`src/hw/rtl/pss_pkg.sv`:
```
// Package for the parity split sorter: store sizing, word type, sequencer
// states and the ordering compare. No dependencies.
package pss_pkg;

  localparam int MAX_ITEMS = 64;
  localparam int ADDR_W    = $clog2(MAX_ITEMS);
  localparam int CNT_W     = $clog2(MAX_ITEMS + 1);

  typedef logic signed [31:0] word_t;
  typedef logic [ADDR_W-1:0]  addr_t;
  typedef logic [CNT_W-1:0]   cnt_t;

  typedef enum logic [2:0] {
    ST_IDLE,
    ST_RD,
    ST_CMP,
    ST_PLACE,
    ST_ERD,
    ST_ELD
  } state_t;

  // true when a must come out ahead of b: evens descending, then odds ascending
  function automatic logic goes_before(word_t a, word_t b);
    logic res;
    if (a[0] != b[0]) begin
      res = ~a[0];
    end else if (!a[0]) begin
      res = (b < a);
    end else begin
      res = (a < b);
    end
    return res;
  endfunction

endpackage

```
`src/hw/rtl/pss_if.sv`:
```
// Channel interfaces for the parity split sorter: input word and result word.
// Depends on pss_pkg.
interface pss_in_if;
  import pss_pkg::*;
  logic  valid;
  logic  ready;
  word_t value;
  logic  end_of_batch;
  modport source (output valid, output value, output end_of_batch, input ready);
  modport sink   (input valid, input value, input end_of_batch, output ready);
endinterface

interface pss_out_if;
  import pss_pkg::*;
  logic  valid;
  logic  ready;
  word_t sorted_value;
  logic  last_out;
  logic  overflowed;
  modport source (output valid, output sorted_value, output last_out,
                  output overflowed, input ready);
  modport sink   (input valid, input sorted_value, input last_out,
                  input overflowed, output ready);
endinterface

```
`src/hw/rtl/parity_split_sorter.sv`:
```
// Parity split sorter top level: insertion store in a one-write, one-read
// memory, a single ordering comparator under a small sequencer.
// Depends on pss_pkg and the interfaces in pss_if.sv.
//
//   channel   dir   words
//   in_ch     in    value, end_of_batch
//   out_ch    out   sorted_value, last_out, overflowed
//
// Insertion of a word tests stored entries from the top, one memory read and
// one compare each, shifting up every entry it passes, then writes the word
// in place; a word into an empty store is written at once, one into a full
// store is dropped and flags overflow. Each result is read, then loaded out.
// Reset is synchronous, active low; no clearing pass. in_ch.ready is low
// while a word is being placed or a batch is streaming out; a stalled
// result holds the sequencer in its output load step.
module parity_split_sorter (
  input  logic          clk,
  input  logic          rst_n,
  pss_in_if.sink        in_ch,
  pss_out_if.source     out_ch
);
  import pss_pkg::*;

  state_t state_r, state_nxt;
  cnt_t   count_r, count_nxt;
  addr_t  idx_r, idx_nxt;
  logic   ovf_r, ovf_nxt;
  word_t  v_r, v_nxt;
  logic   last_r, last_nxt;

  logic   out_valid_r, out_valid_nxt;
  word_t  out_val_r, out_val_nxt;
  logic   out_last_r, out_last_nxt;
  logic   out_ovf_r, out_ovf_nxt;

  word_t  mem [MAX_ITEMS];
  word_t  rdata_r;
  logic   we, re;
  addr_t  waddr, raddr;
  word_t  wdata;

  logic   in_acc;
  logic   ahead;
  logic   emit_last;
  logic   out_load;

  assign in_acc    = in_ch.valid && in_ch.ready;
  assign ahead     = goes_before(v_r, rdata_r);
  assign emit_last = ((CNT_W'(idx_r) + CNT_W'(1)) == count_r);

  always_ff @(posedge clk) begin
    if (we) begin
      mem[waddr] <= wdata;
    end
    if (re) begin
      rdata_r <= mem[raddr];
    end
  end

  always_ff @(posedge clk) begin
    if (!rst_n) begin
      state_r     <= ST_IDLE;
      count_r     <= '0;
      ovf_r       <= 1'b0;
      out_valid_r <= 1'b0;
    end else begin
      state_r     <= state_nxt;
      count_r     <= count_nxt;
      ovf_r       <= ovf_nxt;
      out_valid_r <= out_valid_nxt;
    end
  end

  always_ff @(posedge clk) begin
    idx_r      <= idx_nxt;
    v_r        <= v_nxt;
    last_r     <= last_nxt;
    out_val_r  <= out_val_nxt;
    out_last_r <= out_last_nxt;
    out_ovf_r  <= out_ovf_nxt;
  end

  always_comb begin
    state_nxt     = state_r;
    count_nxt     = count_r;
    idx_nxt       = idx_r;
    ovf_nxt       = ovf_r;
    v_nxt         = v_r;
    last_nxt      = last_r;
    out_valid_nxt = out_valid_r && !out_ch.ready;
    out_val_nxt   = out_val_r;
    out_last_nxt  = out_last_r;
    out_ovf_nxt   = out_ovf_r;
    we            = 1'b0;
    waddr         = idx_r;
    wdata         = v_r;
    re            = 1'b0;
    raddr         = idx_r;
    out_load      = 1'b0;
    in_ch.ready   = 1'b0;

    case (state_r)
      ST_IDLE: begin
        in_ch.ready = 1'b1;
        if (in_acc) begin
          v_nxt    = in_ch.value;
          last_nxt = in_ch.end_of_batch;
          if (count_r == CNT_W'(MAX_ITEMS)) begin
            ovf_nxt = 1'b1;
            if (in_ch.end_of_batch) begin
              idx_nxt   = '0;
              state_nxt = ST_ERD;
            end
          end else if (count_r == '0) begin
            we        = 1'b1;
            waddr     = '0;
            wdata     = in_ch.value;
            count_nxt = CNT_W'(1);
            if (in_ch.end_of_batch) begin
              idx_nxt   = '0;
              state_nxt = ST_ERD;
            end
          end else begin
            idx_nxt   = count_r[ADDR_W-1:0];
            state_nxt = ST_RD;
          end
        end
      end
      ST_RD: begin
        re        = 1'b1;
        raddr     = idx_r - ADDR_W'(1);
        state_nxt = ST_CMP;
      end
      ST_CMP: begin
        we = 1'b1;
        if (ahead) begin
          wdata   = rdata_r;
          idx_nxt = idx_r - ADDR_W'(1);
          if (idx_r == ADDR_W'(1)) begin
            state_nxt = ST_PLACE;
          end else begin
            state_nxt = ST_RD;
          end
        end else begin
          count_nxt = count_r + CNT_W'(1);
          if (last_r) begin
            idx_nxt   = '0;
            state_nxt = ST_ERD;
          end else begin
            state_nxt = ST_IDLE;
          end
        end
      end
      ST_PLACE: begin
        we        = 1'b1;
        count_nxt = count_r + CNT_W'(1);
        if (last_r) begin
          idx_nxt   = '0;
          state_nxt = ST_ERD;
        end else begin
          state_nxt = ST_IDLE;
        end
      end
      ST_ERD: begin
        re        = 1'b1;
        state_nxt = ST_ELD;
      end
      ST_ELD: begin
        if (!out_valid_r || out_ch.ready) begin
          out_load      = 1'b1;
          out_valid_nxt = 1'b1;
          out_val_nxt   = rdata_r;
          out_last_nxt  = emit_last;
          out_ovf_nxt   = ovf_r;
          if (emit_last) begin
            count_nxt = '0;
            ovf_nxt   = 1'b0;
            state_nxt = ST_IDLE;
          end else begin
            idx_nxt   = idx_r + ADDR_W'(1);
            state_nxt = ST_ERD;
          end
        end
      end
      default: begin
        state_nxt = ST_IDLE;
      end
    endcase
  end

  assign out_ch.valid        = out_valid_r;
  assign out_ch.sorted_value = out_val_r;
  assign out_ch.last_out     = out_last_r;
  assign out_ch.overflowed   = out_ovf_r;

`ifndef SYNTH
  a_count_bound: assert property (@(posedge clk) disable iff (!rst_n)
    count_r <= CNT_W'(MAX_ITEMS))
    else $error("store count above depth");

  a_emit_nonempty: assert property (@(posedge clk) disable iff (!rst_n)
    (state_r == ST_ERD || state_r == ST_ELD) |-> count_r != '0)
    else $error("emitting from empty store");

  a_last_clears: assert property (@(posedge clk) disable iff (!rst_n)
    (out_load && emit_last) |=> (count_r == '0 && !ovf_r && state_r == ST_IDLE))
    else $error("store not emptied after last result");

  a_ovf_only_full: assert property (@(posedge clk) disable iff (!rst_n)
    $rose(ovf_r) |-> count_r == CNT_W'(MAX_ITEMS))
    else $error("overflow flagged with room left");

  a_insert_grows: assert property (@(posedge clk) disable iff (!rst_n)
    (state_r == ST_PLACE) |=> count_r == $past(count_r) + CNT_W'(1))
    else $error("placement did not grow store");
`endif

endmodule
```
`src/flat_wrapper.sv`:
```
// flat-port wrapper written by rule: the top's interface ports become plain ports
module parity_split_sorter_flat import pss_pkg::*;
  (clk, rst_n, in_ch_valid, in_ch_value, in_ch_end_of_batch, in_ch_ready, out_ch_valid, out_ch_sorted_value, out_ch_last_out, out_ch_overflowed, out_ch_ready);
  pss_in_if in_ch_i ();
  pss_out_if out_ch_i ();
  input  logic clk;
  input  logic rst_n;
  input wire logic [$bits(in_ch_i.valid)-1:0] in_ch_valid;
  input wire logic [$bits(in_ch_i.value)-1:0] in_ch_value;
  input wire logic [$bits(in_ch_i.end_of_batch)-1:0] in_ch_end_of_batch;
  output wire logic [$bits(in_ch_i.ready)-1:0] in_ch_ready;
  output wire logic [$bits(out_ch_i.valid)-1:0] out_ch_valid;
  output wire logic [$bits(out_ch_i.sorted_value)-1:0] out_ch_sorted_value;
  output wire logic [$bits(out_ch_i.last_out)-1:0] out_ch_last_out;
  output wire logic [$bits(out_ch_i.overflowed)-1:0] out_ch_overflowed;
  input wire logic [$bits(out_ch_i.ready)-1:0] out_ch_ready;
  assign in_ch_i.valid = in_ch_valid;
  assign in_ch_i.value = in_ch_value;
  assign in_ch_i.end_of_batch = in_ch_end_of_batch;
  assign in_ch_ready = in_ch_i.ready;
  assign out_ch_valid = out_ch_i.valid;
  assign out_ch_sorted_value = out_ch_i.sorted_value;
  assign out_ch_last_out = out_ch_i.last_out;
  assign out_ch_overflowed = out_ch_i.overflowed;
  assign out_ch_i.ready = out_ch_ready;
  parity_split_sorter u_core (.clk(clk), .rst_n(rst_n), .in_ch(in_ch_i), .out_ch(out_ch_i));
endmodule
```
`config.mk`:
```
export PLATFORM = sky130hd
export DESIGN_NAME = parity_split_sorter_flat
export DESIGN_NICKNAME = d
export VERILOG_FILES = /design/src/hw/rtl/pss_pkg.sv /design/src/hw/rtl/pss_if.sv /design/src/hw/rtl/parity_split_sorter.sv /design/src/flat_wrapper.sv
export SDC_FILE = /design/constraint.sdc
export NUM_CORES = 2
export LEC_CHECK = 0
export BUFFER_PORTS_ARGS = -buffer_cell sky130_fd_sc_hd__buf_2
export CAP_MARGIN = 10
export CORE_AREA = 2 2 594 596
export DETAILED_ROUTE_END_ITERATION = 10
export DIE_AREA = 0 0 596 598
export GPL_ROUTABILITY_DRIVEN = 0
export SLEW_MARGIN = 20
export SYNTH_ARGS = -nofsm -noshare
export SYNTH_HDL_FRONTEND = slang
export SYNTH_SLANG_ARGS = --single-unit
```
`constraint.sdc`:
```
create_clock -name clk -period 8 [get_ports clk]
set_clock_uncertainty 0.2 [all_clocks]
set_input_delay 0.8 -clock clk [delete_from_list [all_inputs] [get_ports clk]]
set_output_delay 0.8 -clock clk [all_outputs]
set_load 0.03 [all_outputs]
```
==> results.sh <==
export IMPL_status="finished, final reports clean"
export IMPL_antenna_found_initial=20
export IMPL_rsz0062_at_grt="false"
export IMPL_power_switching_mw=12.3
export IMPL_min_path_type="input port to register"
export IMPL_setup_tns_ps=0
export IMPL_drt_pass1_iterations=5
export IMPL_drive_gt1_frac=0.313
export IMPL_synth_compound_area_frac=0.0128
export IMPL_hold_violations=0
export IMPL_postSynthCellCount=3489
export IMPL_grtUsageMet3=0.0226
export IMPL_synth_top_area_share=0.772
export IMPL_synthArstFlopShare=0
export IMPL_period_minus_slack_ps=6160
export IMPL_power_total_mw=38.1
export IMPL_utilization=0.277
export IMPL_netlist_area_um2=83700
export IMPL_synth_largest_area_cell="edfxtp_1"
export IMPL_syn_area_per_cell_um2=24.0
export IMPL_final_cell_area_um2=97300
export IMPL_areaGrowthSynthToFinish_pct=16.2
export IMPL_cellInternalPower_mw=25.8
export IMPL_p_sw_frac=0.323
export IMPL_comb_power_share=0.364
export IMPL_powerDensity_nw_per_um2=392
export IMPL_instances_no_fill=8521
export IMPL_cts_tree="yes"
export IMPL_io_pins=73
export IMPL_worstSetupPathType="register to register"
export IMPL_wl_per_cell_um=25.3
export IMPL_clk_pin_slew_ps=60
export IMPL_cp_end_kind="register"
export IMPL_dpl_cell_area_um2=90800
export IMPL_die_h_um=598
export IMPL_drcViolationCount=0
export IMPL_arrival_ps=6590
export IMPL_grt_pass1_wl_um=304000
export IMPL_synth_seq_cells=2165
export IMPL_synth_seq_area_share=0.775
export IMPL_h_tree_depth=4
export IMPL_hpwl_um=117000
export IMPL_yosys_area_share_simple=0.0124
export IMPL_cts_buffers=199
export IMPL_slew_headroom=0.216
export IMPL_synth_flop_cell="edfxtp_1"
export IMPL_cts_sinks=2165
export IMPL_timing_hold_ws_ps=58.1
export IMPL_grt_pass1_vias=39400
export IMPL_synth_mux_area_frac=0.181
export IMPL_rows=218
export IMPL_overflow=0
export IMPL_grt_total_usage=0.118
export IMPL_required_ps=8430
export IMPL_synth_top_family_by_area="multiplexers"
export IMPL_synth_area_leaders="edfxtp_1, mux4_2, ha_1, clkbuf_1, nor2_1"
export IMPL_dieWidth_um=596
export IMPL_clockRootBuffer="clkbuf_16"
export IMPL_synth_xor_area_share=0.00187
export IMPL_synth_adder_area_share=0.00568
export IMPL_synth_net_count=3564
export IMPL_yosys_warnings=0
export IMPL_busiest_layer="met2"
export IMPL_maxCapViolations=0
export IMPL_vias=39200
export IMPL_period_share=0.771
export IMPL_setup_viol=0
export IMPL_layout_setup_ws_ps=1840
export IMPL_postRouteAntennaNets=0
export IMPL_power_leakage_nw=29.3
export IMPL_placed_cells=8124
export IMPL_cts_resized=0
export IMPL_nets=3809
export IMPL_synth_cell_type_count=51
export IMPL_initial_core_util=0.239
export IMPL_p_seq_frac=0.398
export IMPL_drt_iter0_markers=4779
export IMPL_coreArea_um2=351000
export IMPL_wirelength_um=215000
export IMPL_post_place_ws_ps=1900
export IMPL_cts_path_max_buffers=3
export IMPL_port_buffers=72
export IMPL_tightest_slew_ps=1170
export IMPL_grt_max_degree=118
export IMPL_dieArea_um2=356000
export IMPL_use_met1=0.160
export IMPL_synth_edf_count=2153
export IMPL_clk_latency_ps=860
export IMPL_path_max_fanout=33
export IMPL_critPathLaunchType="register"
export IMPL_viasPerCell=4.60
export IMPL_drv_slew=0
export IMPL_power_frac_clock=0.238
export IMPL_fmaxAchievable_ghz=0.162
export IMPL_ir_drop_mv=0.438
export IMPL_use_met2=0.197
cells in the final DEF, fill, tap and decap left out, types with 27 or more instances in the layout:
master / netlist / routed
a21oi_1: 39 / 37
a22o_1: 30 / 30
buf_2: 51 / 72
buf_4: 1 / 116
clkbuf_1: 116 / 56
clkbuf_16: 0 / 200
clkinv_1: 0 / 49
dlygate4sd3_1: 0 / 27
edfxtp_1: 2153 / 2153
ha_1: 38 / 38
inv_1: 42 / 42
mux4_2: 672 / 672
nand2_1: 33 / 33
nor2_1: 95 / 34
nor2_4: 0 / 61
power groups by stage:
stage / clock, mW / combinational (mW) / sequential [mW]
4_1_cts: 9.24 / 14.0 / 15.2
2_1_floorplan: 0 / 9.33 / 15.3
5_1_grt: 9.65 / 14.7 / 15.2
3_3_place_gp: 0 / 13.8 / 15.4
3_5_place_dp: 0 / 14.0 / 15.4
6_report: 9.07 / 13.9 / 15.2
sequential cells by signal, indices dropped and copies added, names as in the netlist:
name and count:
u_core.state_r 3, u_core.out_ch.valid 1, u_core.out_ch.sorted_value 32, u_core.rdata_r 32, u_core.count_r 7, u_core.v_r 32
u_core.out_ch.overflowed 1, u_core.out_ch.last_out 1, u_core.mem 2048, u_core.idx_r 6, u_core.ovf_r 1, u_core.last_r 1
synthesized netlist by cell type, drive strengths merged (5+ instances only):
library cell	count
nor2b	5
o21ai	12
inv	42
or4	10
o31ai	8
a21o	32
a211oi	7
xor2	9
dfxtp	12
xnor2	8
nand3	18
a21oi	39
mux4	672
clkbuf	116
edfxtp	2153
a22o	30
nand2	33
buf	67
nor3	15
ha	38
nor2	95
nand4	11
layer usage:
metal	share of wire	wire, um	vias up
met1	0.41	88800	21600
li1	-	-	15600
met5	0.00021	46	-
met4	0.020	4370	6
met2	0.49	106000	1722
met3	0.076	16400	283
critical path, stage by stage, from the launching register on:
cell and delay [ps]:
edfxtp_1 470, ha_1 340, nand2_1 50, o21ai_0 690
a221oi_1 160, o21ai_0 490, or4_1 260, o2111ai_2 170
nor3_2 1000, buf_4 580, a22o_1 200, a21o_1 790
buf_4 460
cell families after synthesis:
kind of cell	count (synthesis)
flops	2165
compound gates	151
xor+xnor	17
fa+ha+maj	38
mux	674
buf+inv	225
simple gates	219
final cells by class:
type                            instances  area [um^2]
Timing Repair Buffer                  227         1740
Antenna cell                            6         15.0
Tap cell                             4620         5780
Clock buffer                          260         5270
Clock inverter                        102          873
Sequential cell                      2165        64900
Fill cell                           34100       253000
Multi-Input combinational cell       1099        18500
Inverter                               42          158
worst paths after layout:
kind | startpoint | to | cells past startpoint | slack (ps)
worst max-delay path | u_core.rdata_r[18] | u_core.mem[8][29] | 12 | 1840
worst max register to register | u_core.rdata_r[18] | u_core.mem[8][29] | 12 | 1840
worst min-delay path | in_ch_value[20] | u_core.v_r[20] | 1 | 60
worst min register to register | u_core.ovf_r | u_core.out_ch.overflowed | 0 | 270
repair_timing:
action	CTS	global route
buffers inserted	0	0
hold buffers	27	0
endpoints found under the hold margin	27	0
(Power assumes the default switching activity.)
